<file path="config.mk">
export PLATFORM = sky130hd
export DESIGN_NAME = gamepad_packet_parser_top
export DESIGN_NICKNAME = d
export VERILOG_FILES = /design/src/design/gpp_pkg.sv /design/src/design/gpp_report.sv /design/src/design/gamepad_packet_parser_top.sv
export SDC_FILE = /design/constraint.sdc
export NUM_CORES = 1
export LEC_CHECK = 0
export BUFFER_PORTS_ARGS = -buffer_cell sky130_fd_sc_hd__buf_2
export CAP_MARGIN = 30
export CORE_ASPECT_RATIO = 0.7
export CORE_MARGIN = 5
export CORE_UTILIZATION = 50
export DETAILED_ROUTE_END_ITERATION = 12
export PLACE_DENSITY = 0.82
export SLEW_MARGIN = 10
export SYNTH_ARGS = -nofsm -noshare
export SYNTH_HDL_FRONTEND = slang
export SYNTH_SLANG_ARGS = --single-unit
</file>
<file path="constraint.sdc">
create_clock -name clk -period 3.8 [get_ports clk]
set_clock_uncertainty 0.1 [all_clocks]
set_input_delay 0.57 -clock clk [delete_from_list [all_inputs] [get_ports clk]]
set_output_delay 0.57 -clock clk [all_outputs]
set_load 0.03 [all_outputs]
</file>
<file path="src/design/gpp_pkg.sv">
// ----------------------------------------------------------------------------
// gpp_pkg
// types, constants and the hat decode shared by the gamepad packet parser
// ----------------------------------------------------------------------------
package gpp_pkg;

	localparam int unsigned PosWidth = 4;
	localparam int unsigned HeldDepth = 7;

	typedef logic [7:0] pkt_byte_t;
	typedef logic [PosWidth-1:0] pos_t;
	typedef logic [2:0] held_idx_t;
	typedef pkt_byte_t [HeldDepth-1:0] held_t;

	localparam pkt_byte_t Header = 8'hAB;
	localparam pkt_byte_t HatMax = 8'd8;

	// packet byte positions
	localparam pos_t PosHeader = 4'd0;
	localparam pos_t PosHat = 4'd3;
	localparam pos_t PosLastHeld = 4'd7;
	localparam pos_t PosLast = 4'd10;

	localparam logic StatusReport = 1'b0;
	localparam logic StatusReject = 1'b1;

	typedef struct packed {
		logic [8:0] buttons;
		logic [3:0] dpad;
		pkt_byte_t  main_x;
		pkt_byte_t  main_y;
		pkt_byte_t  cstick_x;
		pkt_byte_t  cstick_y;
	} report_t;

	function automatic logic [3:0] hat_to_dpad(input pkt_byte_t hat);
		logic [3:0] d;
		case (hat)
			8'd0: d = 4'h1;
			8'd1: d = 4'h3;
			8'd2: d = 4'h2;
			8'd3: d = 4'h6;
			8'd4: d = 4'h4;
			8'd5: d = 4'hC;
			8'd6: d = 4'h8;
			8'd7: d = 4'h9;
			default: d = 4'h0;
		endcase
		return d;
	endfunction

endpackage

</file>
<file path="src/design/gpp_report.sv">
// ----------------------------------------------------------------------------
// gpp_report
// builds the report fields from the held packet bytes
// ----------------------------------------------------------------------------
module gpp_report
	import gpp_pkg::*;
(
	input  held_t   held,
	output report_t report
);

	pkt_byte_t b0;
	pkt_byte_t b1;

	assign b0 = held[0];
	assign b1 = held[1];

	always_comb begin
		report.buttons  = {b1[4], b1[1], b1[7], b0[5:0]};
		report.dpad     = hat_to_dpad(held[2]);
		report.main_x   = held[3];
		report.main_y   = ~held[4];
		report.cstick_x = held[5];
		report.cstick_y = ~held[6];
	end

endmodule

</file>
<file path="src/design/gamepad_packet_parser_top.sv">
// ----------------------------------------------------------------------------
// gamepad_packet_parser_top
// frames 11-byte serial gamepad packets and emits one report or reject item
// ----------------------------------------------------------------------------
//  channel | signals                      | direction
//  in      | in_valid in_ready rx_byte    | byte stream in
//  out     | out_valid out_ready status   | report or reject out
//          | buttons dpad main_x main_y   |
//          | cstick_x cstick_y            |
//
//  one byte per cycle while no result waits on a full result register; a byte
//  reaches the result register through the input register, then framing logic
//  the result register holds an item until taken; bytes that give no
//  result keep flowing while it waits
//  reset clears the byte position (waiting for header) and all valid flags
// ----------------------------------------------------------------------------
module gamepad_packet_parser_top
	import gpp_pkg::*;
(
	input  logic       clk,
	input  logic       arst_n,
	input  logic       in_valid,
	output logic       in_ready,
	input  logic [7:0] rx_byte,
	output logic       out_valid,
	input  logic       out_ready,
	output logic       status,
	output logic [8:0] buttons,
	output logic [3:0] dpad,
	output logic [7:0] main_x,
	output logic [7:0] main_y,
	output logic [7:0] cstick_x,
	output logic [7:0] cstick_y
);

	logic      valid_s1;
	pkt_byte_t byte_s1;
	pos_t      position_q;
	held_t     held_q;
	logic      out_valid_q;
	logic      status_q;
	report_t   report_q;

	report_t   report;
	logic      has_result;
	logic      result_status;
	logic      go;
	logic      out_free;
	logic      hold_wr;
	held_idx_t held_idx;
	pos_t      position_d;

	gpp_report u_report (
		.held   (held_q),
		.report (report)
	);

	// framing decision for the byte in the input register
	always_comb begin
		has_result    = 1'b0;
		result_status = StatusReport;
		hold_wr       = 1'b0;
		position_d    = position_q + 4'd1;
		if (position_q == PosHeader) begin
			if (byte_s1 != Header) begin
				has_result    = 1'b1;
				result_status = StatusReject;
				position_d    = PosHeader;
			end
		end else if (position_q > PosLast) begin
			position_d = PosHeader;
		end else if (position_q == PosHat && byte_s1 > HatMax) begin
			has_result    = 1'b1;
			result_status = StatusReject;
			position_d    = PosHeader;
		end else begin
			hold_wr = position_q <= PosLastHeld;
			if (position_q == PosLast) begin
				has_result = 1'b1;
				position_d = PosHeader;
			end
		end
	end

	assign held_idx = held_idx_t'(position_q - 4'd1);
	assign out_free = !out_valid_q || out_ready;
	assign go       = valid_s1 && (!has_result || out_free);
	assign in_ready = !valid_s1 || go;

	always_ff @(posedge clk or negedge arst_n) begin
		if (!arst_n) begin
			valid_s1    <= 1'b0;
			position_q  <= PosHeader;
			out_valid_q <= 1'b0;
		end else begin
			if (in_ready) begin
				valid_s1 <= in_valid;
			end
			if (go) begin
				position_q <= position_d;
			end
			if (go && has_result) begin
				out_valid_q <= 1'b1;
			end else if (out_ready) begin
				out_valid_q <= 1'b0;
			end
		end
	end

	always_ff @(posedge clk) begin
		if (in_ready && in_valid) begin
			byte_s1 <= rx_byte;
		end
		if (go && hold_wr) begin
			held_q[held_idx] <= byte_s1;
		end
		if (go && has_result) begin
			status_q <= result_status;
			if (result_status == StatusReject) begin
				report_q <= '0;
			end else begin
				report_q <= report;
			end
		end
	end

	assign out_valid = out_valid_q;
	assign status    = status_q;
	assign buttons   = report_q.buttons;
	assign dpad      = report_q.dpad;
	assign main_x    = report_q.main_x;
	assign main_y    = report_q.main_y;
	assign cstick_x  = report_q.cstick_x;
	assign cstick_y  = report_q.cstick_y;

`ifndef SYNTHESIS
	a_pos_range: assert property (@(posedge clk) disable iff (!arst_n)
		position_q <= PosLast)
		else $error("byte position out of range");

	a_header_reject: assert property (@(posedge clk) disable iff (!arst_n)
		go && position_q == PosHeader && byte_s1 != Header |=>
		position_q == PosHeader && out_valid_q && status_q == StatusReject)
		else $error("bad header not rejected");

	a_result_restarts: assert property (@(posedge clk) disable iff (!arst_n)
		go && has_result |=> position_q == PosHeader)
		else $error("position not back at header after result");

	a_reject_zero: assert property (@(posedge clk) disable iff (!arst_n)
		out_valid_q && status_q == StatusReject |-> report_q == '0)
		else $error("reject item carries nonzero fields");

	a_no_overwrite: assert property (@(posedge clk) disable iff (!arst_n)
		out_valid_q && !out_ready |=> out_valid_q && $stable(report_q))
		else $error("pending result lost");
`endif

endmodule

</file>
== Word-level counts from Yosys, hierarchy flattened ==
Memory sizes are Yosys's and may differ from the RTL's. A register that Yosys moved wholly into a read port is not among the register bits.
Index checks and enable logic that the tools add are counted.

* Bits in read-only memories: 32
* Logic and storage cells: 68
* Flip-flop bits (word level): 112
* Memories: 1
* Input bits: 12
* Output and inout bits: 48

{| class="wikitable"
|+ Memories
! name !! depth !! bits a word !! read ports !! clocked after memory_dff !! write ports !! RTL line !! text
|-
| (no name shown) || 8 || 4 || 1 || 1 || 0 || gpp_pkg.sv:38 || <nowiki>case (hat)</nowiki>
|}

* Muxes and demuxes: 21
* Reduce and logical (&&, ||, !) cells: 16
* Add/subtract/negate cells: 2
* Bitwise logic cells: 3
* Eq/ne operators: 3
* $lt $le $gt $ge: 5

{| class="wikitable"
|+ Operators with widths
! operator !! count
|-
| bitwise mux 56 bit || 1
|-
| demux 8 bit (select 3 bit) || 1
|-
| two-way mux 4 bit || 5
|-
| NOT 8 bit || 2
|-
| two-way mux 1 bit || 13
|-
| greater-than comparator 8 x 4 -> 1 bit, second input constant || 1
|-
| two-way mux 8 bit || 1
|-
| != test 8 bit, second input constant || 1
|-
| logical AND 1 bit || 6
|-
| zero test 5 bit || 1
|-
| adder 4 x 1 -> 4 bit, second input constant || 1
|-
| equality test 4 x 2 -> 1 bit, second input constant || 1
|-
| equality test 4 bit, second input constant || 1
|-
| greater-than comparator 4 bit, second input constant || 1
|-
| less-or-equal comparator 4 x 3 -> 1 bit, second input constant || 1
|-
| zero test 4 bit || 1
|-
| less-than comparator 3 x 4 -> 1 bit, second input constant || 1
|-
| >= comparator 3 x 1 -> 1 bit, second input constant || 1
|-
| zero test 1 bit || 3
|-
| logical OR 1 bit || 3
|-
| subtractor 3 x 1 -> 3 bit, second input constant || 1
|-
| nonzero test 2 bit || 1
|-
| OR reduction 2 bit || 1
|-
| NOT 1 bit || 1
|}

== Longest topological paths before layout ==
* Depth after elaboration: 10
* Gate-level depth with buffers: 9
* Gate-level depth less buffers: 7

== Hierarchy ==
A second synthesis with hierarchy kept.

* Cells, all modules: 284
* Area, all modules: 4609.4 µm²

{| class="wikitable"
|+ By module, submodules not included
! module !! cells an instance !! sequential area each (µm²) !! area an instance (µm²) !! instances
|-
| gamepad_packet_parser_top || 233 || 3453.3 || 4279.1 || 1
|-
| gpp_report || 51 || 0.0 || 330.3 || 1
|}

== Worst setup path before layout ==
OpenSTA, ideal clock, no wires.

* Path kind: register -> register
* Start: register position_q[0]
* End: register report_q, in the netlist buttons[0], enable pin
* Slack: 0.629 ns
* Clock period less this slack: 3.171 ns
* Path buffers: 0
* Arrival time: 2.662 ns
* Stages on the path, launching flop included: 7
* Data required time: 3.292 ns
* Library setup time: 0.408 ns
* Path through: dfrtp_1 -> inv_1 -> ha_1 -> nor3_1 -> a31o_1 -> o31ai_1 -> and2_1

* Longest elaborated chain between the ends: 9
* Elaborated cells on any way between the ends: 13
* Those cells by class: order compare: 1; eq/ne: 2; mux: 4; reduce/logical: 6

{| class="wikitable"
|+ RTL lines
! what !! RTL line !! text
|-
| from (decl) || gamepad_packet_parser_top.sv:38 || <nowiki>pos_t position_q;</nowiki>
|-
| from (signal assigned) || gamepad_packet_parser_top.sv:93 || <nowiki>position_q <= PosHeader;</nowiki>
|-
| from (signal assigned) || gamepad_packet_parser_top.sv:100 || <nowiki>position_q <= position_d;</nowiki>
|-
| equality test 4 bit or equality test 4 x 2 -> 1 bit (tied branches) || gamepad_packet_parser_top.sv:78, gamepad_packet_parser_top.sv:72 ||
|-
| two-way mux 1 bit or logical AND 1 bit (tied branches) || gamepad_packet_parser_top.sv:78, gamepad_packet_parser_top.sv:72 ||
|-
| two-way mux 1 bit || gamepad_packet_parser_top.sv:72 || <nowiki>end else if (position_q == PosHat && byte_s1 > HatMax) begin</nowiki>
|-
| two-way mux 1 bit || gamepad_packet_parser_top.sv:70 || <nowiki>end else if (position_q > PosLast) begin</nowiki>
|-
| two-way mux 1 bit * || gamepad_packet_parser_top.sv:64 || <nowiki>if (position_q == PosHeader) begin</nowiki>
|-
| zero test 1 bit || gamepad_packet_parser_top.sv:87 || <nowiki>assign go = valid_s1 && (!has_result || out_free);</nowiki>
|-
| logical OR 1 bit || gamepad_packet_parser_top.sv:87 ||
|-
| logical AND 1 bit || gamepad_packet_parser_top.sv:87 ||
|-
| logical AND 1 bit * || gamepad_packet_parser_top.sv:117 || <nowiki>if (go && has_result) begin</nowiki>
|-
| to (signal assigned) || gamepad_packet_parser_top.sv:122 || <nowiki>report_q <= report;</nowiki>
|-
| to (decl) || gamepad_packet_parser_top.sv:42 || <nowiki>report_t report_q;</nowiki>
|}

Mark *: on every way between the ends. The rest lies on a longest branch, timed or not.
A chain may end at the register's enable or synchronous reset.

== Worst setup path in the final report ==
* Start: register position_q[0]
* End: output in_ready

* Longest elaborated chain between the ends: 9
* Elaborated cells on any way between the ends: 13
* Those cells by class: order compare: 1; eq/ne: 2; mux: 4; reduce/logical: 6

{| class="wikitable"
|+ RTL lines
! what !! RTL line !! text
|-
| equality test 4 bit or equality test 4 x 2 -> 1 bit (tied branches) || gamepad_packet_parser_top.sv:78, gamepad_packet_parser_top.sv:72 ||
|-
| two-way mux 1 bit or logical AND 1 bit (tied branches) || gamepad_packet_parser_top.sv:78, gamepad_packet_parser_top.sv:72 ||
|-
| two-way mux 1 bit || gamepad_packet_parser_top.sv:72 ||
|-
| two-way mux 1 bit || gamepad_packet_parser_top.sv:70 ||
|-
| two-way mux 1 bit * || gamepad_packet_parser_top.sv:64 ||
|-
| zero test 1 bit * || gamepad_packet_parser_top.sv:87 ||
|-
| logical OR 1 bit * || gamepad_packet_parser_top.sv:87 ||
|-
| logical AND 1 bit * || gamepad_packet_parser_top.sv:87 ||
|-
| logical OR 1 bit * || gamepad_packet_parser_top.sv:88 || <nowiki>assign in_ready = !valid_s1 || go;</nowiki>
|-
| to (decl) || gamepad_packet_parser_top.sv:23 || <nowiki>output logic in_ready,</nowiki>
|}

Marks and branches as above.

==> impl_metrics.csv <==
group,metric,value,unit
run_status,outcome,"finished clean",
timing,fin_ws,0.743,ns
drt,wl_per_cell,16.4,um
place,post-place-ws,0.927,ns
place,placed_cells,383,
critical_path,path_buf_inv,2,
power_and_ir_drop,combPwrFrac,0.296,
cells_and_area,fin_nets,309,
global_routing,track_usage,0.140,
power_and_ir_drop,p_sw,1.26,mW
clock_tree,clkSlewWorstSetupHoldPaths,0.07,ns
global_routing,grt_antenna_before_repair,0,
global_routing,grt_pass1_vias,2076,
yosys,syn_area_per_cell,17.7,um^2
drt,routed_via_density,5.13,
timing,layout_min_cycle_time,3.06,ns
critical_path,crit_family,"compound AO/OA/AOI/OAI gates",
yosys,ys_ff_latch,109,
clock_tree,cts_buffer_depth,2,
floorplanning,start_util,0.509,
drt,dr.pass1.iters,4,
drt,vias,2048,
place,routabilityCongestion,0.848,
clock_tree,cts_made_buffers,9,
floorplanning,die_h,84.8,um
cells_and_area,num-fill-cells,598,
critical_path,crit_path_max_incr_delay,0.51,ns
timing,tns,0,ns
timing,finalSetupViolations,0,
place,io_buffer_count,59,
worst_hold_path,hp-class,"input pin to flop",
cells_and_area,drive_gt1_frac,0.312,
yosys,synth_flop_cell,"edfxtp_1",
yosys,synth_edf_count,103,
timing,rsz0062_at_grt,"false",
clock_tree,clk_latency,0.33,ns
critical_path,crit_type,"flop to primary output",
clock_tree,htreeDepth,3,
critical_path,slowest_stage,"o31ai_1",
cells_and_area,n_antenna_cell,0,
drt,drtAntennaViolNets,0,
power_and_ir_drop,powerDensity,791,nW/um^2
drt,dr.first_iter.drc_count,74,
power_and_ir_drop,clkPwrFrac,0.227,
cells_and_area,final_cells,399,
yosys,ys_seq_area_frac,0.813,
critical_path,crit_fanout,5,
critical_path,required,3.13,ns
power_and_ir_drop,ir_drop,0.000329,V
global_routing,overflow,0,
yosys,synthesis.area,3990,um^2
yosys,ys_async_sr_fraction,0.0550,
timing,max_freq,327,MHz
yosys,ys.warnings.count,0,
floorplanning,coreArea,7840,um^2
power_and_ir_drop,p_leak,1.70,nW
yosys,syn_nets,240,
place,dp_hpwl,4380,um
yosys,synth_cell_types,37,
critical_path,critPathLaunchType,"flop",
drt,drcViolationCount,0,
global_routing,grt_pass1_wl,10400,um
timing,slew_viol_final,0,
power_and_ir_drop,seq_power_share,0.477,
yosys,postSynthCellCount,225,
floorplanning,io_pins,60,
timing,slew_headroom,0.426,
power_and_ir_drop,internal-power,2.43,mW
drt,wirelength,6530,um
clock_tree,clock-root-buffer,"clkbuf_16",
floorplanning,rows,27,
power_and_ir_drop,swShare,0.342,
timing,finalCritPeriodShare,0.804,
run,maxCapViolations,0,
cells_and_area,synthToLayoutAreaGrowth,17.0,%
floorplanning,die_area,9900,um^2
critical_path,cp-end-kind,"primary output",
clock_tree,clock-sinks,109,
floorplanning,die_w,117,um
critical_path,cp.arrival,2.39,ns
timing,tightest_slew,0.857,ns
global_routing,grt_max_degree,47,
critical_path,critical_path.cell_chain,"inv_1, ha_1, nor3_1, a31o_1, o31ai_1, nand3_1, buf_2",
timing,hold_viol_final,0,
clock_tree,cts_tree,"done",
==> path summary, 6_finish.rpt <==
kind                       cells after the start  slack [ns]          start             to
setup reg to reg                               7        0.90  position_q[0]     buttons[2]
hold / removal                                 1        0.31     rx_byte[7]     byte_s1[7]
min in group asynchronous                      2        0.50         arst_n      out_valid
setup / recovery                               7        0.74  position_q[0]       in_ready
max in group asynchronous                      2        2.95         arst_n  position_q[0]
hold reg to reg                                1        0.42     held_q[50]    cstick_y[2]
==> flip-flops by register name, indices dropped and copies added, names as in the netlist <==
register,flops
position_q,4
held_q,49
out_valid,1
main_x,8
cstick_x,8
byte_s1,8
dpad,4
cstick_y,8
main_y,8
valid_s1,1
status,1
buttons,9
==> per-layer routing <==
layer	global-route usage	vias up	wire length, um
met5	0	-	0
met3	0.0497	2	473
met2	0.228	71	3250
met1	0.179	998	2780
met4	0.0385	0	25
li1	-	977	-
==> area by class of cell <==
type,count,area [um^2],area share
sequential,109,3240,0.695
multi-input combinational,105,668,0.143
timing repair buffer,64,335,0.0718
clock buffer,9,225,0.0482
tap,101,126,0.0271
clock inverter,6,48.8,0.0105
inverter,5,21.3,0.00456
==> cells by family after synthesis <==
group | count (synthesis) | synth area share
xor+xnor | 2 | 0.00439
buf+inv | 11 | 0.0204
simple gates | 81 | 0.117
fa+ha+maj | 3 | 0.00941
flops | 109 | 0.813
compound gates | 16 | 0.0288
mux | 3 | 0.00752
==> through the flow <==
step | area, um^2 | hold WS (ns) | total power, mW | utilization
global placement | 4380 | 0.296 | 2.85 | 0.559
CTS | 4670 | 0.300 | 3.73 | 0.596
finish | 4670 | 0.310 | 3.69 | 0.596
detailed placement | 4380 | 0.303 | 2.89 | 0.559
global route | 4670 | 0.301 | 3.88 | 0.596
floorplan | 3990 | 0.174 | 2.65 | -
==> what timing repair did <==
| action | CTS | global route |
|---|---|---|
| hold buffers | 1 | 0 |
| endpoints found under the hold margin | 6 | 0 |
| gates resized for setup | 0 | 0 |
| buffers inserted | 0 | 0 |
==> power by group through the flow <==
stage	Combinational (mW)	Sequential, mW	Clock, mW
floorplan	0.559	2.10	0
global placement	1.08	1.78	0
detailed placement	1.10	1.79	0
CTS	1.11	1.76	0.855
global route	1.19	1.79	0.911
finish	1.09	1.76	0.840
==> cells in the final DEF (no fill, tap or decap), types with 3 or more instances in the layout <==
cell,n
inv_1,4
mux2i_1,3
ha_1,3
and2_4,10
buf_4,4
clkinvlp_4,3
nand3_1,5
o31ai_1,4
clkbuf_16,9
and2_1,15
dfrtp_1,6
and3_1,3
buf_2,59
edfxtp_1,103
nand2_1,5
nor2_1,24
o21ai_0,4
nor3_1,5
==> Yosys cell counts, types with 2 or more instances <==
library cell	number	share of area
a31oi_1	2	0.0031
nor2_1	24	0.023
buf_6	5	0.014
and2_1	16	0.025
o21ai_0	4	0.0050
nand4b_1	2	0.0044
nand2_1	5	0.0047
mux2i_1	3	0.0075
inv_1	4	0.0038
ha_1	3	0.0094
and2_4	10	0.022
nand3_1	5	0.0063
and3_1	3	0.0047
dfrtp_1	6	0.038
nor4b_1	2	0.0044
edfxtp_1	103	0.77
o31ai_1	4	0.0075
nor3_1	5	0.0063
(Power assumes the default switching activity.)
